### src/rtl/json_string_unescape_defines.svh
// assertion helpers shared by the rtl
`ifndef JSON_STRING_UNESCAPE_DEFINES_SVH
`define JSON_STRING_UNESCAPE_DEFINES_SVH

// checked only outside reset
`define JSU_ASSERT(name, prop, msg) \
   name: assert property (@(posedge clock) disable iff (reset) prop) else $error(msg);

// checked on every edge, reset included
`define JSU_ASSERT_ALWAYS(name, prop, msg) \
   name: assert property (@(posedge clock) prop) else $error(msg);

`endif

### src/rtl/jsu_pkg.sv
`timescale 1ns / 1ps

package jsu_pkg;

   localparam logic [1:0] STATUS_DATA = 2'd0;
   localparam logic [1:0] STATUS_END  = 2'd1;
   localparam logic [1:0] STATUS_ERR  = 2'd2;

   localparam logic [7:0] CHAR_QUOTE     = 8'h22;
   localparam logic [7:0] CHAR_BACKSLASH = 8'h5c;
   localparam logic [7:0] CHAR_SLASH     = 8'h2f;
   localparam logic [7:0] CHAR_B         = 8'h62;
   localparam logic [7:0] CHAR_F         = 8'h66;
   localparam logic [7:0] CHAR_N         = 8'h6e;
   localparam logic [7:0] CHAR_R         = 8'h72;
   localparam logic [7:0] CHAR_T         = 8'h74;
   localparam logic [7:0] CHAR_U         = 8'h75;
   localparam logic [7:0] CHAR_EOF       = 8'hff;

   localparam logic [7:0] BYTE_BS = 8'h08;
   localparam logic [7:0] BYTE_FF = 8'h0c;
   localparam logic [7:0] BYTE_LF = 8'h0a;
   localparam logic [7:0] BYTE_CR = 8'h0d;
   localparam logic [7:0] BYTE_HT = 8'h09;

   localparam logic [2:0] HEX_IDLE  = 3'd0;
   localparam logic [2:0] HEX_START = 3'd1;
   localparam logic [2:0] HEX_FINAL = 3'd4;

   localparam logic [4:0] HEX_BAD = 5'd16;

   // one queued record: up to three result beats
   typedef struct packed {
      logic [1:0]      cnt;
      logic [2:0][7:0] bytes;
      logic [1:0]      status;
   } rec_type;

   typedef struct packed {
      logic full;
      logic empty;
   } q_status_type;

   function automatic logic [4:0] hex_value(input logic [7:0] c);
      logic [4:0] d;
      d = HEX_BAD;
      if (c inside {[8'h30:8'h39]}) begin
         d = {1'b0, c[3:0]};
      end else if (c inside {[8'h61:8'h66], [8'h41:8'h46]}) begin
         d = {1'b0, c[3:0] + 4'd9};
      end
      return d;
   endfunction

   function automatic rec_type single(input logic [7:0] b, input logic [1:0] st);
      rec_type r;
      r.cnt    = 2'd1;
      r.bytes  = '0;
      r.bytes[0] = b;
      r.status = st;
      return r;
   endfunction

   function automatic rec_type utf8(input logic [15:0] v);
      rec_type r;
      r.status = STATUS_DATA;
      r.bytes  = '0;
      if (v[15:7] == '0) begin
         r.cnt      = 2'd1;
         r.bytes[0] = {1'b0, v[6:0]};
      end else if (v[15:11] == '0) begin
         r.cnt      = 2'd2;
         r.bytes[0] = {3'b110, v[10:6]};
         r.bytes[1] = {2'b10, v[5:0]};
      end else begin
         r.cnt      = 2'd3;
         r.bytes[0] = {4'b1110, v[15:12]};
         r.bytes[1] = {2'b10, v[11:6]};
         r.bytes[2] = {2'b10, v[5:0]};
      end
      return r;
   endfunction

endpackage

### src/rtl/jsu_front.sv
`timescale 1ns / 1ps
`include "json_string_unescape_defines.svh"

module jsu_front (
   input  logic             clock,
   input  logic             reset,
   input  logic             accept,
   input  logic [7:0]       in_byte,
   output logic             push,
   output jsu_pkg::rec_type rec
);

   logic        esc_ff, esc_in;
   logic [2:0]  digits_ff, digits_in;
   logic [15:0] acc_ff, acc_in;
   logic [4:0]  d;
   logic [15:0] acc_next;

   always_comb begin
      d        = jsu_pkg::hex_value(in_byte);
      acc_next = {acc_ff[11:0], d[3:0]};
      esc_in    = esc_ff;
      digits_in = digits_ff;
      acc_in    = acc_ff;
      push      = 1'b0;
      rec       = jsu_pkg::single(8'h00, jsu_pkg::STATUS_ERR);
      if (digits_ff != jsu_pkg::HEX_IDLE) begin
         if (d[4]) begin
            push      = 1'b1;
            digits_in = jsu_pkg::HEX_IDLE;
            acc_in    = '0;
         end else if (digits_ff == jsu_pkg::HEX_FINAL) begin
            push      = 1'b1;
            rec       = jsu_pkg::utf8(acc_next);
            digits_in = jsu_pkg::HEX_IDLE;
            acc_in    = '0;
         end else begin
            digits_in = digits_ff + 3'd1;
            acc_in    = acc_next;
         end
      end else if (esc_ff) begin
         esc_in = 1'b0;
         push   = 1'b1;
         case (in_byte)
            jsu_pkg::CHAR_QUOTE, jsu_pkg::CHAR_BACKSLASH, jsu_pkg::CHAR_SLASH: begin
               rec = jsu_pkg::single(in_byte, jsu_pkg::STATUS_DATA);
            end
            jsu_pkg::CHAR_B: rec = jsu_pkg::single(jsu_pkg::BYTE_BS, jsu_pkg::STATUS_DATA);
            jsu_pkg::CHAR_F: rec = jsu_pkg::single(jsu_pkg::BYTE_FF, jsu_pkg::STATUS_DATA);
            jsu_pkg::CHAR_N: rec = jsu_pkg::single(jsu_pkg::BYTE_LF, jsu_pkg::STATUS_DATA);
            jsu_pkg::CHAR_R: rec = jsu_pkg::single(jsu_pkg::BYTE_CR, jsu_pkg::STATUS_DATA);
            jsu_pkg::CHAR_T: rec = jsu_pkg::single(jsu_pkg::BYTE_HT, jsu_pkg::STATUS_DATA);
            jsu_pkg::CHAR_U: begin
               push      = 1'b0;
               digits_in = jsu_pkg::HEX_START;
               acc_in    = '0;
            end
            default: rec = jsu_pkg::single(8'h00, jsu_pkg::STATUS_ERR);
         endcase
      end else begin
         push = 1'b1;
         if (in_byte == jsu_pkg::CHAR_EOF || in_byte[7:2] == '0) begin
            rec = jsu_pkg::single(8'h00, jsu_pkg::STATUS_ERR);
         end else if (in_byte == jsu_pkg::CHAR_QUOTE) begin
            rec = jsu_pkg::single(8'h00, jsu_pkg::STATUS_END);
         end else if (in_byte == jsu_pkg::CHAR_BACKSLASH) begin
            push   = 1'b0;
            esc_in = 1'b1;
         end else begin
            rec = jsu_pkg::single(in_byte, jsu_pkg::STATUS_DATA);
         end
      end
      if (!accept) begin
         push      = 1'b0;
         esc_in    = esc_ff;
         digits_in = digits_ff;
         acc_in    = acc_ff;
      end
   end

   always_ff @(posedge clock) begin
      if (reset) begin
         esc_ff    <= 1'b0;
         digits_ff <= jsu_pkg::HEX_IDLE;
         acc_ff    <= '0;
      end else begin
         esc_ff    <= esc_in;
         digits_ff <= digits_in;
         acc_ff    <= acc_in;
      end
   end

   `JSU_ASSERT(a_front_mode, !(esc_ff && digits_ff != jsu_pkg::HEX_IDLE) && digits_ff <= jsu_pkg::HEX_FINAL, "escape and hex mode overlap")

endmodule

### src/rtl/jsu_queue.sv
`timescale 1ns / 1ps
`include "json_string_unescape_defines.svh"

module jsu_queue #(
   parameter int DEPTH = 4
) (
   input  logic                  clock,
   input  logic                  reset,
   input  logic                  enq,
   input  jsu_pkg::rec_type      enq_rec,
   input  logic                  deq,
   output jsu_pkg::rec_type      head_rec,
   output jsu_pkg::q_status_type q_status
);

   localparam int ADDR_W = (DEPTH > 1) ? $clog2(DEPTH) : 1;
   localparam int CNT_W  = $clog2(DEPTH + 1);

   jsu_pkg::rec_type mem [DEPTH];
   logic [ADDR_W-1:0] wr_ff, wr_in, rd_ff, rd_in;
   logic [CNT_W-1:0]  count_ff, count_in;
   logic              do_enq, do_deq;

   assign q_status.full  = (count_ff == CNT_W'(DEPTH));
   assign q_status.empty = (count_ff == '0);
   assign do_enq = enq && !q_status.full;
   assign do_deq = deq && !q_status.empty;
   assign head_rec = mem[rd_ff];

   always_comb begin
      wr_in    = wr_ff;
      rd_in    = rd_ff;
      count_in = count_ff;
      if (do_enq) begin
         wr_in = (wr_ff == ADDR_W'(DEPTH - 1)) ? '0 : wr_ff + 1'b1;
      end
      if (do_deq) begin
         rd_in = (rd_ff == ADDR_W'(DEPTH - 1)) ? '0 : rd_ff + 1'b1;
      end
      if (do_enq && !do_deq) begin
         count_in = count_ff + 1'b1;
      end else if (do_deq && !do_enq) begin
         count_in = count_ff - 1'b1;
      end
   end

   always_ff @(posedge clock) begin
      if (reset) begin
         wr_ff    <= '0;
         rd_ff    <= '0;
         count_ff <= '0;
      end else begin
         wr_ff    <= wr_in;
         rd_ff    <= rd_in;
         count_ff <= count_in;
      end
   end

   always_ff @(posedge clock) begin
      if (do_enq) begin
         mem[wr_ff] <= enq_rec;
      end
   end

   `JSU_ASSERT(a_q_count, (do_enq && !do_deq) |=> (count_ff == $past(count_ff) + 1'b1), "queue count lost an entry")

endmodule

### src/rtl/jsu_back.sv
`timescale 1ns / 1ps
`include "json_string_unescape_defines.svh"

module jsu_back (
   input  logic                  clock,
   input  logic                  reset,
   input  jsu_pkg::q_status_type q_status,
   input  jsu_pkg::rec_type      head_rec,
   output logic                  deq,
   input  logic                  rsp_pop,
   output logic                  rsp_empty,
   output logic [7:0]            rsp_out_byte,
   output logic [1:0]            rsp_status,
   output logic                  rsp_last
);

   jsu_pkg::rec_type cur_ff, cur_in;
   logic [1:0]       idx_ff, idx_in;
   logic             valid_ff, valid_in;
   logic             beat, done;

   assign rsp_empty    = !valid_ff;
   assign rsp_last     = (idx_ff == cur_ff.cnt - 2'd1);
   assign rsp_status   = cur_ff.status;
   assign rsp_out_byte = cur_ff.bytes[idx_ff];
   assign beat         = rsp_pop && valid_ff;
   assign done         = !valid_ff || (beat && rsp_last);
   assign deq          = done && !q_status.empty;

   always_comb begin
      cur_in   = cur_ff;
      idx_in   = idx_ff;
      valid_in = valid_ff;
      if (deq) begin
         cur_in   = head_rec;
         idx_in   = 2'd0;
         valid_in = 1'b1;
      end else if (done) begin
         valid_in = 1'b0;
      end else if (beat) begin
         idx_in = idx_ff + 2'd1;
      end
   end

   always_ff @(posedge clock) begin
      if (reset) begin
         valid_ff <= 1'b0;
         idx_ff   <= 2'd0;
      end else begin
         valid_ff <= valid_in;
         idx_ff   <= idx_in;
      end
      cur_ff <= cur_in;
   end

   `JSU_ASSERT(a_back_idx, valid_ff |-> (idx_ff < cur_ff.cnt), "beat index past record")
   `JSU_ASSERT(a_back_hold, (beat && !rsp_last) |=> (valid_ff && idx_ff == $past(idx_ff) + 2'd1), "record dropped mid-sequence")

endmodule

### src/rtl/json_string_unescape.sv
// records enter the queue as bytes are accepted; the output stage then registers them
// throughput: a byte per cycle unless req_full; a beat per cycle while rsp_pop is high
// a unicode escape turns six bytes into up to three beats, so the input sets the bound
// the record queue between decoder and output stage holds QUEUE_DEPTH entries
// reset (synchronous, active high) clears the escape state and empties the queue
`timescale 1ns / 1ps

module json_string_unescape #(
   parameter int QUEUE_DEPTH = 4
) (
   input  logic       clock,
   input  logic       reset,
   input  logic       req_push,
   output logic       req_full,
   input  logic [7:0] req_in_byte,
   input  logic       rsp_pop,
   output logic       rsp_empty,
   output logic [7:0] rsp_out_byte,
   output logic [1:0] rsp_status,
   output logic       rsp_last
);

   jsu_pkg::rec_type      front_rec, head_rec;
   jsu_pkg::q_status_type q_status;
   logic                  front_push, deq, accept;

   assign req_full = q_status.full;
   assign accept   = req_push && !q_status.full;

   jsu_front u_front (
      .clock   (clock),
      .reset   (reset),
      .accept  (accept),
      .in_byte (req_in_byte),
      .push    (front_push),
      .rec     (front_rec)
   );

   jsu_queue #(
      .DEPTH (QUEUE_DEPTH)
   ) u_queue (
      .clock    (clock),
      .reset    (reset),
      .enq      (front_push),
      .enq_rec  (front_rec),
      .deq      (deq),
      .head_rec (head_rec),
      .q_status (q_status)
   );

   jsu_back u_back (
      .clock        (clock),
      .reset        (reset),
      .q_status     (q_status),
      .head_rec     (head_rec),
      .deq          (deq),
      .rsp_pop      (rsp_pop),
      .rsp_empty    (rsp_empty),
      .rsp_out_byte (rsp_out_byte),
      .rsp_status   (rsp_status),
      .rsp_last     (rsp_last)
   );

endmodule

### config.mk
export PLATFORM = sky130hd
export DESIGN_NAME = json_string_unescape
export DESIGN_NICKNAME = d
export VERILOG_FILES = /design/src/rtl/jsu_pkg.sv /design/src/rtl/jsu_front.sv /design/src/rtl/jsu_queue.sv /design/src/rtl/jsu_back.sv /design/src/rtl/json_string_unescape.sv
export VERILOG_INCLUDE_DIRS = /design/src /design/src/rtl
export SDC_FILE = /design/constraint.sdc
export NUM_CORES = 1
export LEC_CHECK = 0
export BUFFER_PORTS_ARGS = -buffer_cell sky130_fd_sc_hd__buf_2
export CORE_AREA = 2 2 110 112
export DETAILED_ROUTE_END_ITERATION = 12
export DIE_AREA = 0 0 112 114
export PLACE_DENSITY = 0.82
export SLEW_MARGIN = 20
export SYNTH_ARGS = -nofsm -noshare
export SYNTH_HDL_FRONTEND = slang
export SYNTH_HIERARCHICAL = 1
export SYNTH_SLANG_ARGS = --single-unit
### constraint.sdc
create_clock -name clock -period 9.8 [get_ports clock]
set_input_delay 0 -clock clock [delete_from_list [all_inputs] [get_ports clock]]
set_output_delay 0 -clock clock [all_outputs]
set_load 0.005 [all_outputs]
# --- Word level (Yosys, flattened, before mapping) ---
# Memory sizes are Yosys's and may differ from the RTL's. A register that Yosys moved wholly into a read port is not among the register bits.
# Index checks and enable logic that the tools add are counted.
totals:
  in_bits: 12
  latch_bits: 0
  n_memories: 1
  regBits: 26
  wordCells: 123
  mem_bits_rw: 112
  romBits: 0
op_classes:
  n_div: 0
  bitwise: 2
  muxes: 49
  n_mul: 0
  eq_ne: 15
  add_sub_neg: 8
  order_cmp: 7
  n_reduce_logical: 33
  n_shift: 0
memory_table:
  columns: ["memory", "words", "word_bits", "read_ports", "rd_ports_with_merged_regs", "write_ports", "line", "source"]
  rows:
  - ["u_queue.mem", 4, 28, 1, 1, 1, "jsu_queue.sv:19", "jsu_pkg::rec_type mem [DEPTH];"]
ops:
  columns: ["op", "count"]
  rows:
  - ["$mux W28", 6]
  - ["$mux W12", 5]
  - ["$pmux W10 S6", 1]
  - ["$eq A8 B7 Y1 const B", 7]
  - ["$mux W8", 3]
  - ["$mux W3", 7]
  - ["$mux W1", 18]
  - ["$bmux W8 S2", 1]
  - ["$eq A8 B6 Y1 const B", 2]
  - ["$ge A8 B7 Y1 const B", 2]
  - ["$le A8 B7 Y1 const B", 2]
  - ["$mux W16", 1]
  - ["$mux W14", 1]
  - ["$logic_and A1 B1 Y1", 11]
  - ["$mux W10", 1]
  - ["$mux W5", 2]
  - ["$reduce_bool A2 Y1", 5]
  - ["$logic_not A9 Y1", 1]
  - ["$eq A8 B8 Y1 const B", 1]
  - ["$ge A8 B6 Y1 const B", 1]
  - ["$le A8 B6 Y1 const B", 1]
  - ["$add A2 B1 Y2 const B", 3]
  - ["$add A3 B1 Y3 const B", 2]
  - ["$eq A3 B3 Y1 const B", 2]
  - ["18 further kinds", 28]

# --- Longest topological paths before layout ---
# Gate-level depths: netlist of run 1.
logic_depth:
  depth_word: 13
  depth_mapped: 15
  ltp_nobuf: 15

# --- Modules after synthesis ---
# Netlist of run 1, hierarchy kept.
by_module_without_submodules:
  columns: ["mod", "cells_each", "n_inst", "area_per_inst_um2"]
  rows:
  - ["jsu_queue", 196, 1, 4541.9]
  - ["jsu_front", 221, 1, 1570.3]
  - ["jsu_back", 89, 1, 1282.5]
  - ["json_string_unescape", 1, 1, 13.8]

# --- Worst setup path after synthesis of run 1 ---
# Ideal clock, no wire load.
synth_path:
  path_kind: "reg2reg"
  start: "register u_queue.count_ff[0]"
  end: "register u_queue.count_ff[2]"
  slack_ps: 6422
  t_required_ps: 9730
  setup_ps: 70
  period_less_slack_ps: 3378
  n_path_buf: 0
  path_stages_with_launch: 10
  arrival_time_ps: 3308
  path_cell_list: "dfxtp_1 nor3_1 o2bb2ai_1 o31ai_2 ha_1 inv_1 fa_1 xor2_1 or3_1 a21oi_1"
synth_lines:
  columns: ["item", "line", "source"]
  rows:
  - ["start, declared", "jsu_queue.sv:21", "logic [CNT_W-1:0] count_ff, count_in;"]
  - ["start signal, assigned", "jsu_queue.sv:55", "count_ff <= count_in;"]

# --- Worst setup path in the final report of run 1 ---
layout_path:
  start: "register u_back.idx_ff[1]"
  end: "register u_queue.count_ff[2]"
layout_via:
  elab_chain_len: 8
  word_cells_on_any_way: 10
  cone_classes: "eq/ne: 1; mux: 1; reduce/logical: 8"
layout_rtl:
  columns: ["item", "line", "source"]
  rows:
  - ["start, declared", "jsu_back.sv:18", "logic [1:0] idx_ff, idx_in;"]
  - ["start signal, assigned", "jsu_back.sv:51", "idx_ff <= idx_in;"]
  - ["$eq A2 B2 Y1 (*)", "jsu_back.sv:23", "assign rsp_last = (idx_ff == cur_ff.cnt - 2'd1);"]
  - ["$logic_and A1 B1 Y1 (*)", "jsu_back.sv:27", "assign done = !valid_ff || (beat && rsp_last);"]
  - ["$logic_or A1 B1 Y1 (*)", "jsu_back.sv:27", null]
  - ["$logic_and A1 B1 Y1 (*)", "jsu_back.sv:28", "assign deq = done && !q_status.empty;"]
  - ["via deq", "json_string_unescape.sv:25", "logic front_push, deq, accept;"]
  - ["$logic_and A1 B1 Y1 (*)", "jsu_queue.sv:27", "assign do_deq = deq && !q_status.empty;"]
  - ["$logic_not A1 Y1", "jsu_queue.sv:40", "if (do_enq && !do_deq) begin"]
  - ["$logic_and A1 B1 Y1", "jsu_queue.sv:40", null]
  - ["$mux W3 or $reduce_bool A2 Y1 (tied branches)", null, null]
# Mark *: on every way through the listed nets, which the timed path passes. The rest lies on a longest branch.
# A chain may end at the register's enable or synchronous reset.

==> summary.md, run 1 <==
| Metric | Value |
|---|---|
| Port Buffer Count | `24` |
| Critical Path Start | `u_back/idx_ff[1]` |
| Total setup violations reported at the end of the flow | `0` |
| Number of iterations in the first detailed-routing pass | `5` |
| Final Critical Period | `3.38 ns` |
| Non-filler instance count after layout | `689` |
| Average size of a mapped cell | `14.6 um^2` |
| Number of top-level pins | `25` |
| Count of vias placed by the detailed router | `4444` |
| Synthesis warning total | `6` |
| Routed wirelength normalized by instance count | `21.9 um` |
| Relative contribution of the clock network to total power | `0.321` |
| Clock Path Buffers | `2` |
| Netlist area before placement | `0.00741 mm^2` |
| Crit Path Class | `flop to flop` |
| Area contributors post-synth | `sky130_fd_sc_hd__edfxtp_1, sky130_fd_sc_hd__mux4_2, sky130_fd_sc_hd__dfxtp_1` |
| Die span in x | `112 um` |
| Pre-CTS WS | `6.45 ns` |
| Initial core utilization | `0.633` |
| RR Endpoint | `u_queue/count_ff[2]` |
| Master of the slowest instance on the critical path | `sky130_fd_sc_hd__dfxtp_1` |
| Number of filler instances in the final layout | `756` |
| ANT nets after route | `0` |
| Violation count after the first detailed-routing iteration | `425` |
| Via density | `6.45` |
| Leak | `2.90 nW` |
| Number of antenna violations at the first check in global routing | `0` |
| Number of design rule violations left after detail routing | `0` |
| Skew-Pair Late Insertion Delay | `0.43 ns` |
| Part of the cycle the worst path needs | `0.345` |
| Slew HR | `0.469` |
| Number of enable flip-flop cells after synthesis | `140` |
| Standard cell core area | `0.0117 mm^2` |
| Proportion of power drawn by combinational gates | `0.191` |
| Total half-perimeter wirelength after legalization and detailed placement | `9460 um` |
| Yosys top cell by area | `sky130_fd_sc_hd__edfxtp_1` |
| Number of placement rows | `40` |
| Final Hold Vio Count | `0` |
| Clock root cell | `sky130_fd_sc_hd__clkbuf_16` |
| Delay contributed by the slowest stage of the critical path | `0.79 ns` |
| Final wirelength | `15100 um` |
| Critical hold path startpoint | `reset` |
| Depth of the worst register-to-register path | `12` |
| Maximum VDD drop | `0.220 mV` |
| Path type of the worst min-delay path | `input port to flop` |
| Actual slew at the worst max-slew pin | `0.790 ns` |
| Reg2Reg Launch Point | `u_back/idx_ff[1]` |
| Global placer's final weighted congestion | `0.856` |
| Sink Count | `168` |
| Number of diodes added for antenna fixing | `0` |
| Share of cells above drive strength 1 | `0.212` |
| Power Density | `258 mW/mm^2` |
| Power dissipated by switching net loads | `582 uW` |
| Layout Cell Area excl Fill | `0.00822 mm^2` |
| Height of the chip | `114 um` |
| Internal power | `1.54 mW` |
| Number of register bits inferred by synthesis | `168` |
| Count of pins over their slew limit | `0` |
| Post-route worst setup slack | `6.42 ns` |
| Max-cap violations | `0` |
| Final net count | `554` |
| Placed insts | `655` |
| Worst Skew | `0.00857 ns` |
| Share of flip-flops with an asynchronous set or reset | `0` |
| Sequential fraction of design power | `0.488` |
| Endpoint of the worst setup timing path | `u_queue/count_ff[2]` |
| Setup repair after global routing missed its margin | `no` |
| Sum of negative setup slack | `0 ns` |
| TritonCTS clock tree | `built` |
| Number of global-route vias before repair | `4386` |
| Fraction of power spent switching nets | `0.274` |
| Run status | `complete, no violations` |
| Largest net degree at the start of global routing | `30` |
| Maximum fanout along the worst path | `29` |
| CP Data Required Time | `10.15 ns` |
| Area post-placement | `0.00759 mm^2` |
| Max H-tree Level | `4` |
| Area Growth Syn to Fin | `11.0%` |
| Reg-to-reg slack, setup | `6.42 ns` |
| Syn Inst Count | `507` |
| Area enclosed by the die boundary | `0.0128 mm^2` |
| Fraction of synthesized cell area taken by the top area cell type | `0.567` |
| First-pass GRT wire length | `23600 um` |
| Crit path cell chain | `xnor2_2 > nor3b_1 > o21bai_2 > o2bb2ai_2 > buf_4 > o31ai_2 > ha_1 > inv_1 > fa_1 > xor2_1 > or3_1 > a21oi_1` |
| Achievable frequency | `296 MHz` |
| Global-route congestion overflow total | `0` |
| Element type at the critical path start | `flop` |
| Number of buffers inserted during clock tree synthesis | `17` |
| Clock transition at path regs | `0.06 ns` |
| Final core occ | `0.702` |
| Sequential fraction of the synthesis area | `0.643` |
| Crit path capture type | `flop` |
| Aggregate global-route resource usage | `0.249` |
| Data arrival time of the worst path | `3.73 ns` |
| Post-synth top flop | `sky130_fd_sc_hd__edfxtp_1` |
| Distinct cell type count after synthesis | `75` |
metal layers:
metal | vias up | track usage | part of all wire
met4 | 0 | 0.0902 | 0.028
met3 | 38 | 0.0563 | 0.060
li1 | 2014 | - | -
met5 | - | 0 | 0
met2 | 206 | 0.430 | 0.53
met1 | 2186 | 0.312 | 0.38
registers in the layout, summed over array words and instances, names as in the netlist, named ones only:
register and count:
u_back/rsp_status 2, u_front/esc_ff 1, u_queue/wr_ff 2, u_back/valid_ff 1, u_back/cur_ff 26, u_front/digits_ff 3, u_queue/mem 112, u_front/acc_ff 12
u_back/idx_ff 2, u_queue/count_ff 3, u_queue/rd_ff 2
worst min path at each step:
stage / end / slack, ns / depth (start not counted)
2_1_floorplan: u_back/idx_ff[1] / 0.07 / 1
3_3_place_gp: u_back/idx_ff[0] / 0.41 / 3
3_5_place_dp: u_back/idx_ff[0] / 0.42 / 3
4_1_cts: u_queue/count_ff[0] / 0.04 / 2
5_1_grt: u_front/acc_ff[5] / 0.08 / 2
6_report: u_queue/count_ff[0] / 0.06 / 2
per-stage QoR:
step	total power, mW	hold slack (ns)
after CTS	2.14	0.0440
after global placement	1.42	0.406
after detailed placement	1.45	0.416
after global routing	2.21	0.0809
after floorplan	1.33	0.0730
final	2.12	0.0622
cell usage after synthesis, types with 10 or more instances:
cell                         n
sky130_fd_sc_hd__edfxtp_1  140
sky130_fd_sc_hd__nor2_1     34
sky130_fd_sc_hd__dfxtp_1    28
sky130_fd_sc_hd__mux4_2     28
sky130_fd_sc_hd__nand2_1    28
sky130_fd_sc_hd__a21oi_1    20
sky130_fd_sc_hd__a22oi_1    15
sky130_fd_sc_hd__inv_1      15
sky130_fd_sc_hd__ha_1       12
sky130_fd_sc_hd__mux2i_1    12
sky130_fd_sc_hd__o21ai_1    12
sky130_fd_sc_hd__nand3_1    11
sky130_fd_sc_hd__clkbuf_1   10
sky130_fd_sc_hd__o21ai_0    10
power groups by stage:
stage	Clock, mW	Combinational, mW	Sequential, mW
floorplan	0	0.335	0.992
global placement	0	0.386	1.04
detailed placement	0	0.403	1.05
CTS	0.692	0.410	1.04
global route	0.715	0.439	1.05
finish	0.682	0.407	1.04
cell usage in the layout, fill, tap and decap left out, types with 3 or more instances in the layout:
cell	n
sky130_fd_sc_hd__clkbuf_16	17
sky130_fd_sc_hd__a21oi_1	20
sky130_fd_sc_hd__clkinvlp_4	3
sky130_fd_sc_hd__nand2_1	28
sky130_fd_sc_hd__nand3_1	11
sky130_fd_sc_hd__nor2b_1	6
sky130_fd_sc_hd__dfxtp_1	27
sky130_fd_sc_hd__buf_2	24
sky130_fd_sc_hd__a22oi_1	15
sky130_fd_sc_hd__inv_6	4
sky130_fd_sc_hd__o221ai_1	3
sky130_fd_sc_hd__clkbuf_1	3
sky130_fd_sc_hd__nand2b_1	8
sky130_fd_sc_hd__and3_1	9
sky130_fd_sc_hd__inv_1	15
sky130_fd_sc_hd__o32ai_1	3
sky130_fd_sc_hd__bufinv_16	3
sky130_fd_sc_hd__o21ai_0	10
sky130_fd_sc_hd__buf_4	7
sky130_fd_sc_hd__nor4_1	3
sky130_fd_sc_hd__mux2i_1	12
sky130_fd_sc_hd__nor3_1	9
sky130_fd_sc_hd__mux4_2	28
sky130_fd_sc_hd__edfxtp_1	140
sky130_fd_sc_hd__nor2_1	34
sky130_fd_sc_hd__o21ai_1	12
sky130_fd_sc_hd__ha_1	12
sky130_fd_sc_hd__a31oi_1	4
sky130_fd_sc_hd__or4_1	6
critical path: cells and delay by family (launching register included):
kind / cells / cell delay, ns
flip-flops: 1 / 0.79
AO/OA/AOI/OAI: 4 / 0.72
adder cells (fa/ha/maj): 2 / 0.64
AND/OR/NAND/NOR: 2 / 0.40
XOR/XNOR: 2 / 0.39
buffers and inverters: 2 / 0.35
cells by family (layout without fill, tap and decap cells):
logic type / Yosys count / after routing / synth area share
XOR/XNOR: 3 / 3 / 0.00456
AND/OR/NAND/NOR: 143 / 143 / 0.106
other: 1 / 2 / 0.000506
flip-flops: 168 / 168 / 0.643
adder cells (fa/ha/maj): 13 / 13 / 0.0230
AO/OA/AOI/OAI: 90 / 90 / 0.0846
multiplexers: 41 / 41 / 0.103
buffers and inverters: 48 / 82 / 0.0358
final cells by class:
class	instances	area, um^2	share of cell area
multi-input combinational	292	2390	0.291
sequential	168	4770	0.580
timing repair buffer	33	193	0.0234
clock inverter	12	168	0.0204
inverter	17	82.6	0.0100
clock buffer	20	437	0.0531
tap	147	184	0.0224
timing repair:
item                                   in CTS  in global routing
gates resized for setup                     0                  0
endpoints found under the hold margin       2                  0
setup buffers                               0                  0
hold buffers                                2                  0
No activity file was read; power rests on OpenSTA's default activity.
==> run 2: changes to the inputs <==
--- a/config.mk
+++ b/config.mk
@@ -7,10 +7,10 @@
 export NUM_CORES = 1
 export LEC_CHECK = 0
 export BUFFER_PORTS_ARGS = -buffer_cell sky130_fd_sc_hd__buf_2
-export CORE_AREA = 2 2 110 112
+export CORE_AREA = 2 2 113 115
 export DETAILED_ROUTE_END_ITERATION = 12
-export DIE_AREA = 0 0 112 114
-export PLACE_DENSITY = 0.82
+export DIE_AREA = 0 0 115 117
+export PLACE_DENSITY = 0.78
 export SLEW_MARGIN = 20
 export SYNTH_ARGS = -nofsm -noshare
 export SYNTH_HDL_FRONTEND = slang
==> constraint.sdc (replaced) <==
create_clock -name clock -period 3.4 [get_ports clock]
set_input_delay 0 -clock clock [delete_from_list [all_inputs] [get_ports clock]]
set_output_delay 0 -clock clock [all_outputs]
set_load 0.005 [all_outputs]
==> summary.md, run 2 (same netlist as run 1, synthesis figures left out) <==
| Metric | Value |
|---|---|
| Global placer's final weighted congestion | `0.913` |
| Clock Path Buffers | `2` |
| TritonCTS clock tree | `built` |
| Maximum fanout along the worst path | `10` |
| Final Hold Vio Count | `0` |
| Final Critical Period | `3.10 ns` |
| Non-filler instance count after layout | `693` |
| Part of the cycle the worst path needs | `0.913` |
| Port Buffer Count | `24` |
| Clock root cell | `sky130_fd_sc_hd__clkbuf_16` |
| Placed insts | `662` |
| Number of buffers inserted during clock tree synthesis | `17` |
| Count of pins over their slew limit | `0` |
| Path type of the worst min-delay path | `input port to flop` |
| Final wirelength | `14600 um` |
| Die span in x | `115 um` |
| Clock transition at path regs | `0.06 ns` |
| Number of placement rows | `41` |
| Register with the most flip-flops | `u_queue/mem` |
| Worst Skew | `0.00669 ns` |
| Area Growth Syn to Fin | `11.8%` |
| Sequential cell area in the final layout | `0.00477 mm^2` |
| Layout Cell Area excl Fill | `0.00828 mm^2` |
| ANT nets after route | `0` |
| Most frequent cells in the layout | `sky130_fd_sc_hd__edfxtp_1, sky130_fd_sc_hd__nor2_1, sky130_fd_sc_hd__nand2_1, sky130_fd_sc_hd__mux4_2, sky130_fd_sc_hd__dfxtp_1` |
| Share of cells above drive strength 1 | `0.221` |
| Total setup violations reported at the end of the flow | `0` |
| Count of vias placed by the detailed router | `4349` |
| Crit path cell chain | `or3b_1 > clkinv_4 > nor2b_4 > and3b_1 > bufinv_8 > nor2_2 > ha_1 > inv_1 > fa_1 > xor2_1 > or3_1 > a21oi_1` |
| Global-route congestion overflow total | `0` |
| Number of iterations in the first detailed-routing pass | `4` |
| Via density | `6.28` |
| Slew HR | `0.297` |
| Crit path capture type | `flop` |
| Most common library cell in the layout ignoring fill and taps | `sky130_fd_sc_hd__edfxtp_1` |
| Number of diodes added for antenna fixing | `0` |
| Final core occ | `0.673` |
| Actual slew at the worst max-slew pin | `1.05 ns` |
| Sum of negative setup slack | `0 ns` |
| Run status | `complete, no violations` |
| CP Data Required Time | `3.74 ns` |
| Largest net degree at the start of global routing | `29` |
| Violation count after the first detailed-routing iteration | `245` |
| Data arrival time of the worst path | `3.45 ns` |
| Total half-perimeter wirelength after legalization and detailed placement | `9570 um` |
| Cts repair resizes | `0` |
| First-pass GRT wire length | `23000 um` |
| Number of hold buffers added after cts | `0` |
| Number of buffers inserted to repair setup after CTS | `0` |
| Area post-placement | `0.00763 mm^2` |
| Height of the chip | `117 um` |
| Delay contributed by the slowest stage of the critical path | `0.44 ns` |
| Initial core utilization | `0.602` |
| Routed wirelength normalized by instance count | `21.0 um` |
| Max H-tree Level | `4` |
| Area used by multi-input combinational logic | `0.00239 mm^2` |
| Power Density | `757 mW/mm^2` |
| Leak | `2.95 nW` |
| Max-cap violations | `0` |
| Number of design rule violations left after detail routing | `0` |
| Number of flip-flops under the largest register name | `112` |
| Master of the slowest instance on the critical path | `sky130_fd_sc_hd__dfxtp_1` |
| Maximum VDD drop | `0.382 mV` |
| Crit Path Class | `flop to flop` |
| Element type at the critical path start | `flop` |
| Number of filler instances in the final layout | `826` |
| Sink Count | `168` |
| Largest registers in the final layout | `u_queue/mem (112), u_back/cur_ff (26), u_front/acc_ff (12)` |
| Area enclosed by the die boundary | `0.0135 mm^2` |
| Achievable frequency | `322 MHz` |
| Skew-Pair Late Insertion Delay | `0.42 ns` |
| Final net count | `556` |
| Number of global-route vias before repair | `4378` |
| Aggregate global-route resource usage | `0.232` |
| Standard cell core area | `0.0123 mm^2` |
| Setup repair after global routing missed its margin | `no` |
| Number of antenna violations at the first check in global routing | `0` |
| Number of top-level pins | `25` |
run 2: cell types whose count changed in the layout (fill, tap and decap cells not counted), sizes merged:
cell	previous run	this run
bufinv	4	7
inv	20	16
dlygate4sd3	2	0
clkinvlp	3	0
clkinv	2	7
clkbuf	20	18
buf	31	35
run 2: area by class of cell:
cell class,count,area share
tap,150,0.0227
sequential,168,0.576
multi-input combinational,292,0.288
clock inverter,13,0.0272
timing repair buffer,35,0.0245
clock buffer,18,0.0518
inverter,17,0.00997
run 2: path summary, 6_finish.rpt:
| path | from | end | slack, ns | cells past startpoint |
|---|---|---|---|---|
| setup / recovery | u_queue/count_ff[0] | u_queue/count_ff[2] | 0.30 | 12 |
| hold / removal | req_push | u_front/digits_ff[1] | 0.02 | 4 |
| setup reg to reg | u_queue/count_ff[0] | u_queue/count_ff[2] | 0.30 | 12 |
| hold reg to reg | u_front/digits_ff[1] | u_front/digits_ff[1] | 0.47 | 2 |
run 2: stage by stage:
| stage | power, mW | hold WS (ns) | setup WS [ns] |
|---|---|---|---|
| detailed placement | 4.21 | 0.395 | 0.187 |
| global route | 6.55 | 0.0210 | 0.0509 |
| floorplan | 3.82 | 0.0730 | 0.0216 |
| global placement | 4.14 | 0.392 | 0.303 |
| finish | 6.27 | 0.0189 | 0.296 |
| CTS | 6.33 | 0.00512 | 0.283 |
run 2: report_power, final:
part,total (mW),switching [mW],internal [mW]
clock,2.11,0.737,1.37
combinational,1.23,0.653,0.579
sequential,2.93,0.213,2.72
run 2: critical path: cells and delay by family (launching register included):
family	cells	cell delay, ns
compound gates	1	0.14
buf+inv	3	0.40
fa+ha+maj	2	0.57
xor+xnor	1	0.16
flops	1	0.44
simple gates	5	1.34
run 2: metal layers:
layer / vias up / share of wire / GRT usage
met2: 142 / 0.50 / 0.386
li1: 2011 / - / -
met4: 0 / 0.018 / 0.0867
met1: 2176 / 0.43 / 0.297
met3: 20 / 0.053 / 0.0639
met5: - / 0 / 0
==> run 3: changes to the inputs <==
--- a/config.mk
+++ b/config.mk
@@ -6,11 +6,12 @@
 export SDC_FILE = /design/constraint.sdc
 export NUM_CORES = 1
 export LEC_CHECK = 0
+export ABC_AREA = 1
 export BUFFER_PORTS_ARGS = -buffer_cell sky130_fd_sc_hd__buf_2
-export CORE_AREA = 2 2 113 115
+export CORE_AREA = 2 2 114 116
 export DETAILED_ROUTE_END_ITERATION = 12
-export DIE_AREA = 0 0 115 117
-export PLACE_DENSITY = 0.78
+export DIE_AREA = 0 0 116 118
+export PLACE_DENSITY = 0.79
 export SLEW_MARGIN = 20
 export SYNTH_ARGS = -nofsm -noshare
 export SYNTH_HDL_FRONTEND = slang
==> summary.md, run 3 <==
| Metric | Value |
|---|---|
| CP Data Required Time | `3.72 ns` |
| Top post-synthesis cells by count | `sky130_fd_sc_hd__edfxtp_1, sky130_fd_sc_hd__nand2_1, sky130_fd_sc_hd__nor2_1` |
| Count of vias placed by the detailed router | `5536` |
| Max-cap violations | `0` |
| Crit path capture type | `flop` |
| Area contributors post-synth | `sky130_fd_sc_hd__edfxtp_1, sky130_fd_sc_hd__dfxtp_1, sky130_fd_sc_hd__nand2_1` |
| Worst Skew | `0.00778 ns` |
| Part of the cycle the worst path needs | `0.861` |
| Non-filler instance count after layout | `959` |
| Synthesis warning total | `6` |
| Number of enable flip-flop cells after synthesis | `140` |
| Syn Inst Count | `749` |
| Initial core utilization | `0.613` |
| Run status | `complete, no violations` |
| Number of iterations in the first detailed-routing pass | `7` |
| Total setup violations reported at the end of the flow | `0` |
| Most frequent cells in the layout | `sky130_fd_sc_hd__edfxtp_1, sky130_fd_sc_hd__nand2_1, sky130_fd_sc_hd__nor2_1` |
| Final wirelength | `16500 um` |
| Average size of a mapped cell | `10.2 um^2` |
| Clock root cell | `sky130_fd_sc_hd__clkbuf_16` |
| Share of cells above drive strength 1 | `0.123` |
| Most used standard cell by instance count after synthesis | `sky130_fd_sc_hd__edfxtp_1` |
| First-pass GRT wire length | `26200 um` |
| Power Density | `774 mW/mm^2` |
| Leak | `3.30 nW` |
| Reg2Reg Launch Point | `u_queue/count_ff[0]` |
| Fraction of power spent switching nets | `0.329` |
| Data arrival time of the worst path | `3.25 ns` |
| Element type at the critical path start | `flop` |
| TritonCTS clock tree | `built` |
| Global placer's final weighted congestion | `0.912` |
| Number of design rule violations left after detail routing | `0` |
| ANT nets after route | `0` |
| Count of pins over their slew limit | `0` |
| Total half-perimeter wirelength after legalization and detailed placement | `10400 um` |
| Final Hold Vio Count | `0` |
| Sink Count | `168` |
| Die span in x | `116 um` |
| Setup repair after global routing missed its margin | `no` |
| Relative contribution of the clock network to total power | `0.281` |
| Netlist area before placement | `0.00761 mm^2` |
| Number of top-level pins | `25` |
| Standard cell core area | `0.0124 mm^2` |
| Maximum fanout along the worst path | `6` |
| Area Growth Syn to Fin | `10.7%` |
| Number of buffers inserted during clock tree synthesis | `17` |
| Critical hold path startpoint | `req_in_byte[2]` |
| Fraction of synthesized cell area taken by the top area cell type | `0.552` |
| Clock transition at path regs | `0.06 ns` |
| Path type of the worst min-delay path | `input port to flop` |
| Power dissipated by switching net loads | `2.14 mW` |
| Port Buffer Count | `24` |
| Sum of negative setup slack | `0 ns` |
| Achievable frequency | `342 MHz` |
| Skew-Pair Late Insertion Delay | `0.43 ns` |
| Largest net degree at the start of global routing | `57` |
| Global-route congestion overflow total | `0` |
| Post-synth top flop | `sky130_fd_sc_hd__edfxtp_1` |
| Final net count | `799` |
| Distinct cell type count after synthesis | `32` |
| Number of antenna violations at the first check in global routing | `0` |
| Register with the most flip-flops | `u_queue/mem` |
| Violation count after the first detailed-routing iteration | `557` |
| Number of filler instances in the final layout | `909` |
| Number of buffers inserted to repair setup after CTS | `0` |
| Yosys top cell by area | `sky130_fd_sc_hd__edfxtp_1` |
| Aggregate global-route resource usage | `0.253` |
| Power, Total | `6.52 mW` |
| Height of the chip | `118 um` |
| Crit Path Class | `flop to flop` |
| Final Critical Period | `2.93 ns` |
| Routed wirelength normalized by instance count | `17.2 um` |
| Proportion of power drawn by combinational gates | `0.267` |
| Internal power | `4.38 mW` |
| Slew HR | `0.347` |
| Via density | `5.77` |
| Sequential fraction of the synthesis area | `0.626` |
| Number of global-route vias before repair | `5430` |
| Number of flip-flops under the largest register name | `112` |
| Critical Path Start | `u_queue/count_ff[0]` |
| Area enclosed by the die boundary | `0.0137 mm^2` |
| Number of placement rows | `41` |
| Largest registers in the final layout | `u_queue/mem (112), u_back/cur_ff (26), u_front/acc_ff (12)` |
| Most common library cell in the layout ignoring fill and taps | `sky130_fd_sc_hd__edfxtp_1` |
| Placed insts | `923` |
| Sequential cell area in the final layout | `0.00476 mm^2` |
| Hold Slack | `0.0457 ns` |
| Max H-tree Level | `4` |
| Maximum VDD drop | `0.465 mV` |
| Area used by multi-input combinational logic | `0.00238 mm^2` |
| Share of flip-flops with an asynchronous set or reset | `0` |
| Number of register bits inferred by synthesis | `168` |
| Actual slew at the worst max-slew pin | `0.980 ns` |
| Sequential fraction of design power | `0.452` |
| Clock Path Buffers | `2` |
| Number of diodes added for antenna fixing | `0` |
run 3: changes by cell type in the layout (fill, tap and decap cells not counted), sizes merged, moves of 10 or more:
cell and delta:
mux4 -28, a22oi -16, nand3 +24, o22ai +30, mux2i -12, nand2 +112
and3 -10, inv +58, o21ai +67, nor2 +85
run 3: path summary, 6_finish.rpt:
path                            slack, ns                  end  cells after the start
worst max-delay path                 0.47  u_queue/count_ff[2]                     17
worst min-delay path                 0.05    u_front/acc_ff[2]                      5
worst min register to register       0.48   u_front/acc_ff[11]                      2
worst max register to register       0.47  u_queue/count_ff[2]                     17
run 3: stage by stage:
step | cell area [um^2] | utilization | setup slack [ns]
3_5_place_dp | 7810 | 0.629 | 0.397
5_1_grt | 8430 | 0.679 | 0.172
2_1_floorplan | 7620 | - | 0.345
4_1_cts | 8430 | 0.679 | 0.484
6_report | 8430 | 0.679 | 0.472
3_3_place_gp | 7810 | 0.629 | 0.541
run 3: cell families after synthesis:
| family | share of synthesized area |
|---|---|
| adders and majority gates | 0.0224 |
| DFF | 0.626 |
| AOI/OAI and AO/OA | 0.105 |
| other | 0.000493 |
| and+or+nand+nor | 0.182 |
| buffers and inverters | 0.0626 |
| xor gates and xnor gates | 0.00230 |
run 3: critical path, stage by stage (launching register included):
cell	delay, ns
sky130_fd_sc_hd__dfxtp_1	0.40
sky130_fd_sc_hd__nor2_1	0.08
sky130_fd_sc_hd__nand2_1	0.17
sky130_fd_sc_hd__inv_1	0.09
sky130_fd_sc_hd__nor2_2	0.18
sky130_fd_sc_hd__inv_1	0.09
sky130_fd_sc_hd__nor3_1	0.45
sky130_fd_sc_hd__nand2_1	0.28
sky130_fd_sc_hd__inv_1	0.12
sky130_fd_sc_hd__ha_1	0.18
sky130_fd_sc_hd__inv_1	0.07
sky130_fd_sc_hd__fa_1	0.38
sky130_fd_sc_hd__inv_1	0.07
sky130_fd_sc_hd__nand2_1	0.06
sky130_fd_sc_hd__nand3_1	0.07
sky130_fd_sc_hd__nand2_1	0.05
sky130_fd_sc_hd__inv_1	0.04
sky130_fd_sc_hd__nor2_1	0.03
run 3: timing repair:
| action | in CTS | in global routing |
|---|---|---|
| resized for setup | 0 | 0 |
| endpoints found under the hold margin | 11 | 0 |
| hold buffers | 4 | 0 |
run 3: routing by layer:
layer,share of wire,global-route usage,up-vias
met5,0,0,-
met4,0.028,0.120,0
met3,0.077,0.0602,42
met2,0.51,0.419,294
met1,0.39,0.312,2577
li1,-,-,2623
run 3: cell type report:
| type | instances | area share |
|---|---|---|
| repair buffers | 36 | 0.0261 |
| well taps | 172 | 0.0255 |
| inverters | 71 | 0.0316 |
| clock buffers | 20 | 0.0542 |
| clock inverters | 12 | 0.0141 |
| flip-flops and latches | 168 | 0.565 |
| multi-input cells | 480 | 0.283 |
run 3: power by group through the flow:
stage | logic [mW] | registers (mW) | clock network [mW]
4_1_cts | 1.73 | 2.95 | 1.85
3_5_place_dp | 1.70 | 2.99 | 0
6_report | 1.74 | 2.95 | 1.83
3_3_place_gp | 1.61 | 2.98 | 0
2_1_floorplan | 1.25 | 2.94 | 0
5_1_grt | 1.96 | 2.98 | 1.94
